[config.mk]
export PLATFORM = sky130hd
export DESIGN_NAME = uuid_text_parser_unit_flat
export DESIGN_NICKNAME = d
export VERILOG_FILES = /design/src/hw/rtl/utp_pkg.sv /design/src/hw/rtl/utp_if.sv /design/src/hw/rtl/utp_parse.sv /design/src/hw/rtl/utp_rsp_reg.sv /design/src/hw/rtl/uuid_text_parser_unit.sv /design/src/flat_wrapper.sv
export SDC_FILE = /design/constraint.sdc
export NUM_CORES = 1
export LEC_CHECK = 0
export ABC_AREA = 1
export BUFFER_PORTS_ARGS = -buffer_cell sky130_fd_sc_hd__buf_2
export CORE_MARGIN = 5
export CORE_UTILIZATION = 56
export CTS_CLUSTER_DIAMETER = 30
export CTS_CLUSTER_SIZE = 12
export DETAILED_ROUTE_END_ITERATION = 7
export PLACE_DENSITY = 0.74
export SKIP_CTS_REPAIR_TIMING = 1
export SLEW_MARGIN = 25
export SYNTH_ARGS = -nofsm -noshare
export SYNTH_HDL_FRONTEND = slang
export SYNTH_SLANG_ARGS = --single-unit
export TNS_END_PERCENT = 20
[constraint.sdc]
create_clock -name clock -period 5 [get_ports clock]
set_input_delay 0.5 -clock clock [delete_from_list [all_inputs] [get_ports clock]]
set_output_delay 0.5 -clock clock [all_outputs]
set_load 0.005 [all_outputs]
[src/hw/rtl/utp_pkg.sv]
// Shared types, character codes and the hex digit decoder for the UUID text parser.
package utp_pkg;

   // Body length and offsets of the dash separators
   localparam logic [5:0] BODY_LEN = 6'd36;
   localparam logic [5:0] DASH_0   = 6'd8;
   localparam logic [5:0] DASH_1   = 6'd13;
   localparam logic [5:0] DASH_2   = 6'd18;
   localparam logic [5:0] DASH_3   = 6'd23;

   // Character codes
   localparam logic [7:0] CHAR_NUL    = 8'h00;
   localparam logic [7:0] CHAR_LBRACE = 8'h7b;
   localparam logic [7:0] CHAR_RBRACE = 8'h7d;
   localparam logic [7:0] CHAR_DASH   = 8'h2d;

   // Decoder answer for a byte that is not a hex digit
   localparam logic [4:0] HEX_INVALID = 5'd16;

   typedef struct packed {
      logic [63:0] uuid_upper;
      logic [63:0] uuid_lower;
      logic        valid_res;
   } rsp_type;

   // Digit value 0..15, or HEX_INVALID
   function automatic logic [4:0] hex_value(input logic [7:0] c);
      logic [4:0] v;
      v = HEX_INVALID;
      if (c >= 8'h30 && c <= 8'h39) begin
         v = {1'b0, c[3:0]};
      end else if ((c >= 8'h61 && c <= 8'h66) || (c >= 8'h41 && c <= 8'h46)) begin
         v = {1'b0, c[3:0] + 4'd9};
      end
      return v;
   endfunction

endpackage

[src/hw/rtl/utp_if.sv]
// Valid/ready channel interfaces for characters in and parsed UUIDs out.
interface utp_req_if;
   logic       valid;
   logic       ready;
   logic [7:0] character;

   modport source (output valid, output character, input ready);
   modport sink   (input valid, input character, output ready);
endinterface

interface utp_rsp_if;
   logic        valid;
   logic        ready;
   logic [63:0] uuid_upper;
   logic [63:0] uuid_lower;
   logic        valid_res;

   modport source (output valid, output uuid_upper, output uuid_lower, output valid_res,
                   input ready);
   modport sink   (input valid, input uuid_upper, input uuid_lower, input valid_res,
                   output ready);
endinterface

[src/hw/rtl/utp_parse.sv]
// Parser state registers and per-character next-state logic.
module utp_parse
   import utp_pkg::*;
(
   input  logic        clock,
   input  logic        reset,
   input  logic        step,
   input  logic [7:0]  character,
   output rsp_type     result
);

   logic [5:0]  position_ff, position_in;
   logic        braced_ff, braced_in;
   logic        failed_ff, failed_in;
   logic [63:0] acc_upper_ff, acc_upper_in;
   logic [63:0] acc_lower_ff, acc_lower_in;
   logic [4:0]  digit;
   logic [5:0]  want;
   logic        ok;

   assign digit = hex_value(character);

   // Result seen on a terminating NUL
   always_comb begin
      want = braced_ff ? (BODY_LEN + 6'd1) : BODY_LEN;
      ok   = !failed_ff && (position_ff == want);
      result.uuid_upper = ok ? acc_upper_ff : 64'd0;
      result.uuid_lower = ok ? acc_lower_ff : 64'd0;
      result.valid_res  = ok;
   end

   // Next state for one character
   always_comb begin
      position_in  = position_ff;
      braced_in    = braced_ff;
      failed_in    = failed_ff;
      acc_upper_in = acc_upper_ff;
      acc_lower_in = acc_lower_ff;
      if (character == CHAR_NUL) begin
         position_in  = '0;
         braced_in    = 1'b0;
         failed_in    = 1'b0;
         acc_upper_in = '0;
         acc_lower_in = '0;
      end else if (failed_ff) begin
         // hold until the terminator
      end else if (position_ff == 6'd0 && !braced_ff && character == CHAR_LBRACE) begin
         braced_in = 1'b1;
      end else if (position_ff < BODY_LEN) begin
         if (position_ff inside {DASH_0, DASH_1, DASH_2, DASH_3}) begin
            if (character != CHAR_DASH) begin
               failed_in = 1'b1;
            end else begin
               position_in = position_ff + 6'd1;
            end
         end else if (digit == HEX_INVALID) begin
            failed_in = 1'b1;
         end else begin
            acc_upper_in = {acc_upper_ff[59:0], acc_lower_ff[63:60]};
            acc_lower_in = {acc_lower_ff[59:0], digit[3:0]};
            position_in  = position_ff + 6'd1;
         end
      end else if (position_ff == BODY_LEN && braced_ff && character == CHAR_RBRACE) begin
         position_in = position_ff + 6'd1;
      end else begin
         failed_in = 1'b1;
      end
   end

   always_ff @(posedge clock) begin
      if (reset) begin
         position_ff  <= '0;
         braced_ff    <= 1'b0;
         failed_ff    <= 1'b0;
         acc_upper_ff <= '0;
         acc_lower_ff <= '0;
      end else if (step) begin
         position_ff  <= position_in;
         braced_ff    <= braced_in;
         failed_ff    <= failed_in;
         acc_upper_ff <= acc_upper_in;
         acc_lower_ff <= acc_lower_in;
      end
   end

endmodule

[src/hw/rtl/utp_rsp_reg.sv]
// Result register that holds a parsed UUID until the receiver takes it.
module utp_rsp_reg
   import utp_pkg::*;
(
   input  logic          clock,
   input  logic          reset,
   input  logic          load,
   input  rsp_type       data,
   output logic          free,
   utp_rsp_if.source     rsp_chan
);

   logic    valid_ff, valid_in;
   rsp_type data_ff;

   // Slot can take a new result when empty or drained this cycle
   assign free     = !valid_ff || rsp_chan.ready;
   assign valid_in = load || (valid_ff && !rsp_chan.ready);

   always_ff @(posedge clock) begin
      if (reset) begin
         valid_ff <= 1'b0;
      end else begin
         valid_ff <= valid_in;
      end
   end

   always_ff @(posedge clock) begin
      if (load) begin
         data_ff <= data;
      end
   end

   assign rsp_chan.valid      = valid_ff;
   assign rsp_chan.uuid_upper = data_ff.uuid_upper;
   assign rsp_chan.uuid_lower = data_ff.uuid_lower;
   assign rsp_chan.valid_res  = data_ff.valid_res;

endmodule

[src/hw/rtl/uuid_text_parser_unit.sv]
// UUID text parser: top level with input register, parser and result register.
//
// Usage: characters of a UUID string arrive on req_chan, one per transfer, as
// XXXXXXXX-XXXX-XXXX-XXXX-XXXXXXXXXXXX, optionally wrapped in braces. A NUL
// character ends the string and produces exactly one transfer on rsp_chan:
// the 128-bit value split into uuid_upper and uuid_lower plus valid_res. A
// malformed string yields zeros with valid_res low. Other characters produce
// no result.
// Throughput: one character per cycle, sustained, with no gaps between
// strings, while the result register has room for each NUL. Each character
// is held in the input register, then folded into the parser state; a NUL
// result passes into the result register and is offered on rsp_chan from there.
// Stall: while the receiver holds rsp_chan.ready low with a result pending,
// ordinary characters keep flowing; only the next NUL waits in the input
// register, and req_chan.ready drops behind it.
// Reset: synchronous, active high; clears the parser state, empties both
// registers and drops rsp_chan.valid.
module uuid_text_parser_unit
   import utp_pkg::*;
(
   input  logic      clock,
   input  logic      reset,
   utp_req_if.sink   req_chan,
   utp_rsp_if.source rsp_chan
);

   logic       in_valid_ff, in_valid_in;
   logic [7:0] in_char_ff;
   logic       out_free;
   logic       step;
   logic       req_xfer;
   rsp_type    result;

   // A held NUL needs room in the result register; other characters never wait
   assign step            = in_valid_ff && ((in_char_ff != CHAR_NUL) || out_free);
   assign req_chan.ready  = !in_valid_ff || step;
   assign req_xfer        = req_chan.valid && req_chan.ready;
   assign in_valid_in     = req_xfer || (in_valid_ff && !step);

   // Input register
   always_ff @(posedge clock) begin
      if (reset) begin
         in_valid_ff <= 1'b0;
      end else begin
         in_valid_ff <= in_valid_in;
      end
   end

   always_ff @(posedge clock) begin
      if (req_xfer) begin
         in_char_ff <= req_chan.character;
      end
   end

   utp_parse u_parse (
      .clock     (clock),
      .reset     (reset),
      .step      (step),
      .character (in_char_ff),
      .result    (result)
   );

   utp_rsp_reg u_rsp_reg (
      .clock    (clock),
      .reset    (reset),
      .load     (step && (in_char_ff == CHAR_NUL)),
      .data     (result),
      .free     (out_free),
      .rsp_chan (rsp_chan)
   );

endmodule
[src/flat_wrapper.sv]
// flat-port wrapper written by rule: the top's interface ports become plain ports
module uuid_text_parser_unit_flat import utp_pkg::*;
  (clock, reset, req_chan_valid, req_chan_character, req_chan_ready, rsp_chan_valid, rsp_chan_uuid_upper, rsp_chan_uuid_lower, rsp_chan_valid_res, rsp_chan_ready);
  utp_req_if req_chan_i ();
  utp_rsp_if rsp_chan_i ();
  input  logic clock;
  input  logic reset;
  input wire logic [$bits(req_chan_i.valid)-1:0] req_chan_valid;
  input wire logic [$bits(req_chan_i.character)-1:0] req_chan_character;
  output wire logic [$bits(req_chan_i.ready)-1:0] req_chan_ready;
  output wire logic [$bits(rsp_chan_i.valid)-1:0] rsp_chan_valid;
  output wire logic [$bits(rsp_chan_i.uuid_upper)-1:0] rsp_chan_uuid_upper;
  output wire logic [$bits(rsp_chan_i.uuid_lower)-1:0] rsp_chan_uuid_lower;
  output wire logic [$bits(rsp_chan_i.valid_res)-1:0] rsp_chan_valid_res;
  input wire logic [$bits(rsp_chan_i.ready)-1:0] rsp_chan_ready;
  assign req_chan_i.valid = req_chan_valid;
  assign req_chan_i.character = req_chan_character;
  assign req_chan_ready = req_chan_i.ready;
  assign rsp_chan_valid = rsp_chan_i.valid;
  assign rsp_chan_uuid_upper = rsp_chan_i.uuid_upper;
  assign rsp_chan_uuid_lower = rsp_chan_i.uuid_lower;
  assign rsp_chan_valid_res = rsp_chan_i.valid_res;
  assign rsp_chan_i.ready = rsp_chan_ready;
  uuid_text_parser_unit u_core (.clock(clock), .reset(reset), .req_chan(req_chan_i), .rsp_chan(rsp_chan_i));
endmodule
# Word level (Yosys, flattened, before mapping)
# Index checks and enable logic that the tools add are counted.
word_totals:
  regBits: 275
  inputBits: 12
  output_inout_bits: 131
  word_cells: 105
classes:
  add_sub_neg: 2
  order_cmp: 7
  eq_ne: 16
  muxes: 34
  n_reduce_logical: 35
op_table:
  columns: ["operator", "count"]
  rows:
  - ["$mux 64", 12]
  - ["$mux 6", 8]
  - ["$eq 8x7->1 const B", 2]
  - ["$ge 8x7->1 const B", 2]
  - ["$le 8x7->1 const B", 2]
  - ["$logic_and 1x1->1", 13]
  - ["$eq 6x4->1 const B", 2]
  - ["$eq 6x5->1 const B", 2]
  - ["$mux 1", 12]
  - ["$reduce_and 6->1", 2]
  - ["$mux 5", 2]
  - ["$ge 8x6->1 const B", 1]
  - ["$le 8x6->1 const B", 1]
  - ["$logic_not 8->1", 1]
  - ["$ne 2x1->1 const B", 4]
  - ["$ne 4x3->1 const B", 2]
  - ["$ne 8x6->1 const B", 1]
  - ["$reduce_bool 8->1", 1]
  - ["$add 6x1->6 const B", 1]
  - ["$eq 6x6->1", 1]
  - ["$eq 6x6->1 const B", 1]
  - ["$logic_not 1->1", 6]
  - ["$logic_not 6->1", 1]
  - ["$logic_or 1x1->1", 6]
  - ["other kinds (7)", 8]

# Depth between registers and ports, before layout
# Gate-level depths: netlist (run 1).
logic_depth:
  depth_word: 12
  depth_mapped: 14
  ltp_nobuf: 13

# Cells and area by module
# A second synthesis (run 1) with hierarchy kept.
unflattened:
  cells_unflattened: 1158
  area_unflattened_um2: 10769.1
by_module_without_submodules:
  columns: ["mod", "instances", "cells_each", "area_per_inst_um2", "seq_area_each_um2"]
  rows:
  - ["utp_parse", 1, 999, 6513.7, 2722.6]
  - ["utp_rsp_reg", 1, 134, 3916.3, 3893.7]
  - ["uuid_text_parser_unit", 1, 25, 339.1, 260.2]

# Least setup slack after synthesis (run 1)
# OpenSTA, ideal clock, no wires.
synth_path:
  path_type: "flip-flop to flip-flop"
  startpoint: "register u_core.in_char_ff[0]"
  endpoint: "register u_core.u_parse.acc_lower_ff[31]"
  setup_ns: 0.132
  arrival_time_ns: 3.197
  t_required_ns: 4.868
  path_slack_ns: 1.671
  path_stages_with_launch: 14
  path_buffers: 2
  synth_period_minus_slack_ns: 3.329
  cell_sequence: "edfxtp_1 -> inv_1 -> ha_1 -> inv_1 -> nor2_1 -> nand3_2 -> inv_2 -> nand3_2 -> inv_2 -> a21oi_4 -> buf_4 -> buf_4 -> nand2_1 -> a21oi_1"
synth_via:
  elab_chain_cells: 8
  word_cells_on_any_way: 27
  cone_classes: "add/sub (1); order compare (6); eq/ne (6); mux (3); reduce/logical (11)"
synth_rtl:
  columns: ["item", "line", "rtl"]
  rows:
  - ["start: declaration", "uuid_text_parser_unit.sv:28", "logic [7:0] in_char_ff;"]
  - ["start signal: assignment", "uuid_text_parser_unit.sv:51", "in_char_ff <= req_chan.character;"]
  - ["$ge 8x7->1 or $le 8x7->1 (tied branches)", "utp_pkg.sv:32", "end else if ((c >= 8'h61 && c <= 8'h66) || (c >= 8'h41 && c <= 8'h46)) begin"]
  - ["$logic_and 1x1->1", "utp_pkg.sv:32", null]
  - ["$logic_or 1x1->1", "utp_pkg.sv:32", null]
  - ["$mux 5", "utp_pkg.sv:32", null]
  - ["$mux 5", "utp_pkg.sv:30", "if (c >= 8'h30 && c <= 8'h39) begin"]
  - ["$eq 5x5->1", "utp_parse.sv:56", "end else if (digit == HEX_INVALID) begin"]
  - ["$ne 2x1->1 (no line)", null, null]
  - ["$reduce_and 6->1 (no line)", null, null]
  - ["end signal: assignment", "utp_parse.sv:82", "acc_lower_ff <= acc_lower_in;"]
  - ["end: declaration", "utp_parse.sv:16", "logic [63:0] acc_lower_ff, acc_lower_in;"]
# Several ways; a longest one is shown, not always the timed one.
# A chain may end at the register's enable or synchronous reset.

# Final worst setup path (run 1)
layout_path:
  startpoint: "register u_core.in_char_ff[0]"
  endpoint: "register u_core.u_rsp_reg.data_ff, in the netlist u_core.u_rsp_reg.rsp_chan.uuid_lower[25] (enable)"
layout_via:
  elab_chain_cells: 4
  word_cells_on_any_way: 5
  cone_classes: "reduce/logical (5)"
layout_rtl:
  columns: ["item", "line", "rtl"]
  rows:
  - ["$reduce_bool 8->1", "uuid_text_parser_unit.sv:35", "assign step = in_valid_ff && ((in_char_ff != CHAR_NUL) || out_free);"]
  - ["$logic_or 1x1->1", "uuid_text_parser_unit.sv:35", null]
  - ["$logic_and 1x1->1", "uuid_text_parser_unit.sv:35", null]
  - ["$logic_and 1x1->1 (*)", "uuid_text_parser_unit.sv:66", ".load (step && (in_char_ff == CHAR_NUL)),"]
  - ["via u_core.u_rsp_reg.load", "utp_rsp_reg.sv:7", "input logic load,"]
  - ["end signal: assignment", "utp_rsp_reg.sv:30", "data_ff <= data;"]
  - ["end: declaration", "utp_rsp_reg.sv:14", "rsp_type data_ff;"]
# Mark *: on every way through the listed nets, which the timed path passes. The rest lies on a longest branch.

==> results.yml, run 1 <==
timing:
  tns_ps: 0
  holdWs_ps: 159
  drv_slew: 0
  max_slew_margin_pct: 41.2
  grt_setup_unrepaired: "false"
  skew_ps: 18.7
  hold_viol_final: 0
  fin_crit_sh_pct: 64.7
  setup_viol: 0
  fmax_ghz: 0.309
  fin_crit_ps: 3230
  worst_pin_slew_ps: 882
clock_network:
  clk_latency_ps: 520
  cts_buffers: 43
  cts_tree: "done"
  clock_sinks: 275
  cts_htree_levels: 2
  clk_pin_slew_ps: 50
  root_buffer: "clkbuf_16"
  clk_path_buf_depth: 3
cells_and_area:
  area_growth_pct: 20.1
  drive_gt1_share_pct: 18.2
  fillCellCount: 1576
  postLayoutCellArea_um2: 13100
  nets: 1302
  seqCellArea_um2: 6880
  multiInputGateArea_um2: 2990
  diodes: 0
grt:
  antenna_found_initial: 0
  grt_max_degree: 86
  gr-total-overflow: 0
  grt_pass1_wl_um: 36800
  grt_pass1_vias: 7312
  grt_usage_pct: 20.1
power:
  ir_worst_vdd_v: 0.000275
  power_density_nw_per_um2: 407
  p_leak_nw: 4.90
  total_power_mw: 5.32
worst_setup_path:
  reg2reg_depth: 9
  r2r_start: "u_core.in_char_ff[0]$_DFFE_PP_"
  critPathCaptureType: "flop"
  critical_path_arrival_ps: 3370
  r2r_slack_ps: 1770
  crit_start: "u_core.in_char_ff[0]$_DFFE_PP_"
  crit_type: "reg -> reg"
  critical_path_required_ps: 5140
  cp_max_fo: 68
  rr_endpoint: "u_core.u_rsp_reg.rsp_chan.uuid_lower[25]$_SDFFCE_PN0P_"
  startpoint_type: "flop"
placement:
  dpl.hpwl_um: 13600
  port_buffers: 142
  gp_congestion: 0.843
  placed_cell_area_um2: 11600
synthesis:
  synthTopCellsByCount: "167 x nand2_1, 156 x nor2_1, 155 x inv_1"
  ys_warn_count: 0
  avgSynthCellArea_um2: 9.41
  ys_seq_area_share_pct: 63.2
  synthFlopType: "dfxtp_1"
  synthArstFlopShare_pct: 0
  synth.top_cell.area_share_pct: 37.8
  synth_top_area_cell: "edfxtp_1"
  syn_nets: 1177
  syn_inst: 1156
  syn_area_um2: 10900
  synth_area_leaders: "edfxtp_1 38%, dfxtp_1 25%, nand3_1 6.8%"
  synth_most_common_cell: "nand2_1"
  ys_seq_elements: 275
  synth-edff-count: 137
  yosysUniqueCellTypes: 26
routing:
  drtPass1Iterations: 6
  wire_per_inst_um: 14.3
  ant_nets: 0
  drt_iter0_markers: 627
  wl_um: 22600
  via_count: 8009
  drc_errors: 0
  avgViaCountPerCell: 5.07
floorplanning:
  die_w_um: 149
  io_pins: 143
  dieArea_um2: 22300
  die_h_um: 149
  rows: 51
  core_area_um2: 19300
  start_util_pct: 56.4
worst_hold_path:
  min_delay_worst_endpoint: "u_core.in_char_ff[3]$_DFFE_PP_"
  holdCritStartpoint: "req_chan_character[3]"
  hold_depth: 1
  hp-class: "in -> reg"
job:
  maxCapViolCount: 0
status:
  outcome: "completed"
## through the flow
step	setup WS [ps]	std cells	util, %
2_1_floorplan	1670	1156	-
3_3_place_gp	1840	1499	60.2
3_5_place_dp	1760	1500	60.3
4_1_cts	1720	1580	67.7
5_1_grt	1500	1581	67.8
6_report	1770	1581	67.8
## metal layers
layer / GRT usage (%) / routed length (um) / up-vias
met3: 3.65 / 1330 / 31
met1: 28.7 / 10100 / 3712
met5: 0 / 0 / -
li1: - / - / 4018
met4: 5.40 / 374 / 0
met2: 31.9 / 10800 / 248
## critical path, cell delays in order (launching register included)
cell      delay (ps)
edfxtp_1         450
inv_1            170
ha_1             170
inv_1             40
nor2_1           170
nand3_2          150
inv_2            130
nand3_2          210
inv_6            530
buf_4            750
## state kept, by name, summed over array words and instances (netlist names)
register                              count
u_core.in_char_ff                         8
u_core.in_valid_ff                        1
u_core.u_parse.acc_lower_ff              64
u_core.u_parse.acc_upper_ff              64
u_core.u_parse.braced_ff                  1
u_core.u_parse.failed_ff                  1
u_core.u_parse.position_ff                6
u_core.u_rsp_reg.rsp_chan.uuid_lower     64
u_core.u_rsp_reg.rsp_chan.uuid_upper     64
u_core.u_rsp_reg.rsp_chan.valid           1
u_core.u_rsp_reg.rsp_chan.valid_res       1
## layout make-up
cell class,instances,area share [%]
multi-input combinational,649,22.9
clock buffer,52,9.06
timing repair buffer,151,6.32
tap,265,2.54
inverter,161,4.70
clock inverter,28,1.83
sequential,275,52.6
## power breakdown
group	internal, mW	switching [mW]	total, mW	leakage [nW]
clock	1.81	1.03	2.84	0.694
sequential	2.36	0.00760	2.36	2.64
combinational	0.0236	0.0902	0.114	1.56
total	4.19	1.13	5.32	4.90
## cell families after synthesis
group / share of synthesized area (%)
xor gates and xnor gates: 0.403
DFF: 63.2
and+or+nand+nor: 19.3
AOI/OAI and AO/OA: 6.83
adders and majority gates: 1.04
buffers and inverters: 9.25
## cell usage in the layout, fill, tap and decap left out
| cell | n |
|---|---|
| nand2_1 | 167 |
| buf_2 | 141 |
| clkbuf_8 | 1 |
| o22ai_1 | 1 |
| nand4_1 | 11 |
| nand3_1 | 148 |
| nor2_4 | 1 |
| nor2_8 | 1 |
| nor2_1 | 156 |
| clkinvlp_4 | 5 |
| clkinv_2 | 10 |
| a21oi_4 | 1 |
| nand2_2 | 1 |
| a21oi_1 | 138 |
| nor3_1 | 1 |
| inv_1 | 154 |
| clkbuf_1 | 5 |
| xor2_1 | 4 |
| nor3_2 | 1 |
| buf_12 | 2 |
| inv_2 | 4 |
| dfxtp_1 | 138 |
| nand3_2 | 2 |
| o21ai_0 | 5 |
| xnor2_1 | 1 |
| clkinv_4 | 3 |
| ha_1 | 9 |
| edfxtp_1 | 137 |
| buf_4 | 7 |
| clkinv_1 | 1 |
| inv_6 | 8 |
| clkbuf_16 | 46 |
| inv_4 | 2 |
| buf_16 | 1 |
| o21ai_1 | 1 |
| bufinv_16 | 2 |
## how the worst max path moves through the flow
stage | endpoint | slack (ps) | cells past startpoint
floorplan | u_core.u_parse.acc_lower_ff[31]$_SDFFE_PP0P_ | 1670 | 13
global placement | u_core.u_rsp_reg.rsp_chan.uuid_lower[21]$_SDFFCE_PN0P_ | 1840 | 9
detailed placement | u_core.u_rsp_reg.rsp_chan.uuid_lower[25]$_SDFFCE_PN0P_ | 1760 | 9
CTS | u_core.u_parse.acc_upper_ff[17]$_SDFFE_PP0P_ | 1720 | 11
global route | u_core.u_rsp_reg.rsp_chan.uuid_lower[25]$_SDFFCE_PN0P_ | 1500 | 9
finish | u_core.u_rsp_reg.rsp_chan.uuid_lower[25]$_SDFFCE_PN0P_ | 1770 | 9
Power figures use the tool's default switching activity.
==> run 2, diff against run 1 <==
--- a/config.mk
+++ b/config.mk
@@ -5,14 +5,14 @@
 export SDC_FILE = /design/constraint.sdc
 export NUM_CORES = 1
 export LEC_CHECK = 0
-export ABC_AREA = 1
+export ABC_AREA = 0
 export BUFFER_PORTS_ARGS = -buffer_cell sky130_fd_sc_hd__buf_2
 export CORE_MARGIN = 5
-export CORE_UTILIZATION = 56
+export CORE_UTILIZATION = 52
 export CTS_CLUSTER_DIAMETER = 30
 export CTS_CLUSTER_SIZE = 12
 export DETAILED_ROUTE_END_ITERATION = 7
-export PLACE_DENSITY = 0.74
+export PLACE_DENSITY = 0.71
 export SKIP_CTS_REPAIR_TIMING = 1
 export SLEW_MARGIN = 25
 export SYNTH_ARGS = -nofsm -noshare
==> constraint.sdc (replaced) <==
create_clock -name clock -period 2.6 [get_ports clock]
set_input_delay 0.26 -clock clock [delete_from_list [all_inputs] [get_ports clock]]
set_output_delay 0.26 -clock clock [all_outputs]
set_load 0.005 [all_outputs]
==> results.yml, run 2 <==
status:
  outcome: "completed"
worst_setup_path:
  startpoint_type: "flop"
  r2r_slack_ps: 110
  crit_type: "reg -> reg"
  critical_path_required_ps: 2970
  critical_path_arrival_ps: 2860
  critPathCaptureType: "flop"
  cp_max_fo: 100
timing:
  hold_viol_final: 0
  tns_ps: 0
  skew_ps: 13.2
  max_slew_margin_pct: 52.6
  fin_crit_ps: 2490
  worst_pin_slew_ps: 711
  fin_crit_sh_pct: 95.6
  drv_slew: 0
  grt_setup_unrepaired: "true"
  setup_viol: 0
  fmax_ghz: 0.402
power:
  power_frac_seq_pct: 41.8
  p_int_mw: 8.55
  p_leak_nw: 5.45
  total_power_mw: 10.9
  p_sw_mw: 2.34
  pwr-share-clk_pct: 55.2
  power_density_nw_per_um2: 758
  share_comb_of_total_power_pct: 3.0
  ir_worst_vdd_v: 0.000419
  switching_share_pct: 21.5
routing:
  avgViaCountPerCell: 6.18
  wire_per_inst_um: 19.0
  drc_errors: 0
  ant_nets: 0
  drtPass1Iterations: 5
  drt_iter0_markers: 952
  wl_um: 27700
  via_count: 8986
floorplanning:
  dieArea_um2: 25600
  die_w_um: 160
  start_util_pct: 52.2
  rows: 55
  io_pins: 143
  die_h_um: 160
  core_area_um2: 22400
placement:
  port_buffers: 142
  gp_congestion: 0.846
  placed_cell_area_um2: 12700
  dpl.hpwl_um: 15500
cells_and_area:
  area_growth_pct: 22.6
  most-common-layout-cells: "141 x buf_2, 137 x edfxtp_1, 137 x dfxtp_1, 132 x nand4_1"
  final_common_cell: "buf_2"
  drive_gt1_share_pct: 23.8
  nets: 1153
  postLayoutCellArea_um2: 14400
  diodes: 0
clock_network:
  clock_sinks: 275
  clk_pin_slew_ps: 50
  cts_tree: "done"
  clk_latency_ps: 520
  cts_buffers: 46
  root_buffer: "clkbuf_16"
  clk_path_buf_depth: 3
  cts_htree_levels: 2
synthesis:
  synthArstFlopShare_pct: 0
  syn_area_um2: 11700
  syn_nets: 1047
  synth_area_leaders: "edfxtp_1 35%, dfxtp_1 24%, nand4_1 7.1%"
  yosysUniqueCellTypes: 59
  synthTopCellsByCount: "138 x dfxtp_1, 137 x edfxtp_1, 132 x nand4_1"
  synth-edff-count: 137
  syn_inst: 1026
  ys_seq_area_share_pct: 58.7
  synth_most_common_cell: "dfxtp_1"
  synth.top_cell.area_share_pct: 35.1
  synth_top_area_cell: "edfxtp_1"
  synthFlopType: "dfxtp_1"
  avgSynthCellArea_um2: 11.4
  ys_warn_count: 0
  ys_seq_elements: 275
grt:
  grtUsageMet1_pct: 30.2
  grt_usage_pct: 20.5
  globalRouteMet3Util_pct: 3.92
  gr-total-overflow: 0
  grt_pass1_vias: 8405
  gr-usage-met2_pct: 30.8
  grt_max_degree: 101
  antenna_found_initial: 0
  grt_busiest_layer: "met2"
  grt_pass1_wl_um: 44900
worst_hold_path:
  hp-class: "in -> reg"
job:
  maxCapViolCount: 0
[run 2: layer usage]
layer | share of wire, % | vias up | routed length (um)
li1 | - | 4243 | -
met1 | 45 | 4358 | 12500
met2 | 47 | 341 | 13000
met3 | 5.8 | 44 | 1620
met4 | 2.1 | 0 | 573
met5 | 0 | - | 0
[run 2: final cells by class]
class	count	area, um2
Clock buffer	57	1290
Clock inverter	29	297
Fill cell	1706	8070
Inverter	8	33.8
Multi-Input combinational cell	614	4220
Sequential cell	275	6880
Tap cell	285	357
Timing Repair Buffer	187	1290
[run 2: logic make-up (layout without fill, tap and decap cells)]
| logic type | after synthesis | in the layout | synth area share (%) |
|---|---|---|---|
| AOI/OAI and AO/OA | 282 | 282 | 17.1 |
| xor gates and xnor gates | 3 | 3 | 0.224 |
| muxes | 8 | 8 | 0.780 |
| adders and majority gates | 9 | 9 | 0.961 |
| buffers and inverters | 139 | 281 | 5.77 |
| and+or+nand+nor | 310 | 312 | 16.4 |
| DFF | 275 | 275 | 58.7 |
[run 2: final timing paths]
check	start	to	cells past startpoint
worst max-delay path	u_core.in_char_ff[1]$_DFFE_PP_	u_core.u_parse.acc_lower_ff[24]$_SDFFE_PP0P_	8
worst min-delay path	req_chan_valid	u_core.in_valid_ff$_SDFF_PP0_	3
worst max register to register	u_core.in_char_ff[1]$_DFFE_PP_	u_core.u_parse.acc_lower_ff[24]$_SDFFE_PP0P_	8
worst min register to register	u_core.u_parse.acc_lower_ff[57]$_SDFFE_PP0P_	u_core.u_parse.acc_lower_ff[61]$_SDFFE_PP0P_	2
[run 2: power groups by stage]
stage | Sequential (mW) | Clock, mW | Combinational, mW
global placement | 4.64 | 0 | 0.300
finish | 4.56 | 6.02 | 0.322
global route | 4.55 | 6.34 | 0.345
CTS | 4.55 | 6.12 | 0.300
detailed placement | 4.64 | 0 | 0.300
floorplan | 4.63 | 0 | 0.230
[run 2: worst max-delay path, stage by stage (launching register included)]
cell       delay [ps]
edfxtp_1          490
inv_2             120
ha_1              260
o21bai_1          150
a2111oi_4         450
a21oi_4            70
buf_12            250
o311ai_0          410
a21oi_1           110
[run 2: per-stage QoR]
step | setup slack [ps] | hold WS [ps] | cells | util (%)
after floorplan | -1050 | 359 | 1026 | -
after global placement | 133 | 438 | 1356 | 56.4
after detailed placement | 102 | 438 | 1356 | 56.4
after CTS | 96.3 | -101 | 1442 | 63.5
after global routing | -15.2 | 34.9 | 1455 | 64.0
final | 114 | 16.0 | 1455 | 64.0
==> run 3, diff against run 2 <==
--- a/config.mk
+++ b/config.mk
@@ -7,12 +7,13 @@
 export LEC_CHECK = 0
 export ABC_AREA = 0
 export BUFFER_PORTS_ARGS = -buffer_cell sky130_fd_sc_hd__buf_2
+export CAP_MARGIN = 25
 export CORE_MARGIN = 5
-export CORE_UTILIZATION = 52
+export CORE_UTILIZATION = 45
 export CTS_CLUSTER_DIAMETER = 30
 export CTS_CLUSTER_SIZE = 12
 export DETAILED_ROUTE_END_ITERATION = 7
-export PLACE_DENSITY = 0.71
+export PLACE_DENSITY = 0.63
 export SKIP_CTS_REPAIR_TIMING = 1
 export SLEW_MARGIN = 25
 export SYNTH_ARGS = -nofsm -noshare
==> results.yml, run 3 (synthesis gave the netlist of run 2 again) <==
worst_setup_path:
  rr_endpoint: "u_core.u_parse.acc_upper_ff[49]$_SDFFE_PP0P_"
  critical_path_required_ps: 3030
  critical_path_arrival_ps: 2890
  r2r_slack_ps: 140
  critPathCaptureType: "flop"
  r2r_start: "u_core.u_parse.position_ff[1]$_SDFFE_PP0P_"
  reg2reg_depth: 8
  crit_type: "reg -> reg"
  cp_max_fo: 28
  startpoint_type: "flop"
timing:
  fmax_ghz: 0.407
  hold_viol_final: 0
  setup_viol: 0
  worst_pin_slew_ps: 810
  drv_slew: 0
  setup_ws_ps: 145
  fin_crit_ps: 2460
  max_slew_margin_pct: 46.0
  skew_ps: 20.4
  fin_crit_sh_pct: 94.4
  grt_setup_unrepaired: "false"
power:
  power_density_nw_per_um2: 808
  total_power_mw: 11.9
  ir_worst_vdd_v: 0.000527
  p_leak_nw: 5.61
cells_and_area:
  nets: 1164
  most-common-layout-cells: "141 x buf_2, 137 x edfxtp_1, 137 x dfxtp_1, 132 x nand4_1"
  postLayoutCellArea_um2: 14800
  final_common_cell: "buf_2"
  seqCellArea_um2: 6880
  instances_no_fill: 1523
  drive_gt1_share_pct: 24.9
  area_growth_pct: 26.0
  diodes: 0
  final_util_pct: 57.1
  multiInputGateArea_um2: 4220
  fillCellCount: 2180
clock_network:
  cts_tree: "done"
  clock_sinks: 275
  cts_htree_levels: 2
  cts_buffers: 53
  clk_latency_ps: 560
  clk_path_buf_depth: 3
  clk_pin_slew_ps: 50
  root_buffer: "clkbuf_16"
floorplanning:
  io_pins: 143
  start_util_pct: 45.3
  die_w_um: 171
  core_area_um2: 25800
  die_h_um: 171
  rows: 59
  dieArea_um2: 29400
grt:
  grt_pass1_vias: 8595
  gr-total-overflow: 0
  antenna_found_initial: 0
  grt_max_degree: 102
  grt_pass1_wl_um: 46400
  grt_usage_pct: 19.0
routing:
  avgViaCountPerCell: 5.97
  wl_um: 29200
  drc_errors: 0
  drt_iter0_markers: 899
  via_count: 9099
  ant_nets: 0
  drtPass1Iterations: 5
  wire_per_inst_um: 19.2
worst_hold_path:
  min_delay_worst_endpoint: "u_core.u_rsp_reg.rsp_chan.valid$_SDFF_PP0_"
  hp-class: "in -> reg"
  hold_depth: 3
  holdCritStartpoint: "rsp_chan_ready"
placement:
  port_buffers: 142
  gp_congestion: 0.794
  dpl.hpwl_um: 16300
  dpl.cell_count: 1409
  pre_cts_ws_ps: 88.4
  placed_cell_area_um2: 12700
status:
  outcome: "completed"
job:
  maxCapViolCount: 0
-- run 3: changes by cell type in the layout (fill, tap and decap cells not counted), moves of 3 or more --
cell and delta:
clkbuf_16 +3, o311ai_0 +5, clkbuf_1 -3, buf_4 +7
clkinv_2 -4, inv_8 +3, clkinv_4 +6, o311ai_1 -5
bufinv_16 +4, clkinv_1 +3
-- run 3: routing by layer --
layer	GRT usage (%)	vias to the layer above	wire length (um)
li1	-	4282	-
met1	28.5	4426	13400
met2	28.2	333	13200
met3	3.29	58	1840
met4	6.30	0	699
met5	0	-	0
-- run 3: critical path: stages, from the launching register on --
cell and delay (ps):
dfxtp_1 400, inv_1 130, ha_1 220, mux2_4 290, a22o_1 200, or2_4 360
buf_4 250, o311ai_0 350, a21oi_1 120
-- run 3: worst max path at each step --
stage | startpoint | endpoint | slack [ps] | cells after the start
2_1_floorplan | u_core.in_char_ff[0]$_DFFE_PP_ | u_core.u_parse.acc_lower_ff[3]$_SDFFE_PP0P_ | -1050 | 7
3_3_place_gp | u_core.in_char_ff[0]$_DFFE_PP_ | u_core.u_rsp_reg.rsp_chan.uuid_upper[20]$_SDFFCE_PN0P_ | 160 | 6
3_5_place_dp | u_core.in_char_ff[0]$_DFFE_PP_ | u_core.u_rsp_reg.rsp_chan.uuid_upper[20]$_SDFFCE_PN0P_ | 90 | 6
4_1_cts | u_core.u_parse.position_ff[0]$_SDFFE_PP0P_ | u_core.u_parse.acc_upper_ff[21]$_SDFFE_PP0P_ | 40 | 8
5_1_grt | u_core.u_parse.position_ff[1]$_SDFFE_PP0P_ | u_core.u_parse.acc_upper_ff[24]$_SDFFE_PP0P_ | 10 | 8
6_report | u_core.u_parse.position_ff[1]$_SDFFE_PP0P_ | u_core.u_parse.acc_upper_ff[49]$_SDFFE_PP0P_ | 140 | 8
-- run 3: layout make-up --
class / instances / area share [%]
sequential: 275 / 46.6
multi-input combinational: 612 / 28.6
clock buffer: 57 / 9.15
timing repair buffer: 193 / 9.04
clock inverter: 43 / 3.58
tap: 335 / 2.84
inverter: 8 / 0.229
-- run 3: per-stage QoR --
stage / TNS [ps] / hold WS [ps]
detailed placement: 0 / 438
CTS: 0 / -126
global placement: 0 / 440
floorplan: -103020 / 359
finish: 0 / 110
global route: 0 / 148
-- run 3: power by group --
part | leakage, nW | total [mW] | switching, mW | internal, mW
logic | 2.03 | 0.342 | 0.249 | 0.0929
clock network | 0.891 | 7.03 | 2.40 | 4.62
registers | 2.69 | 4.56 | 0.0222 | 4.53
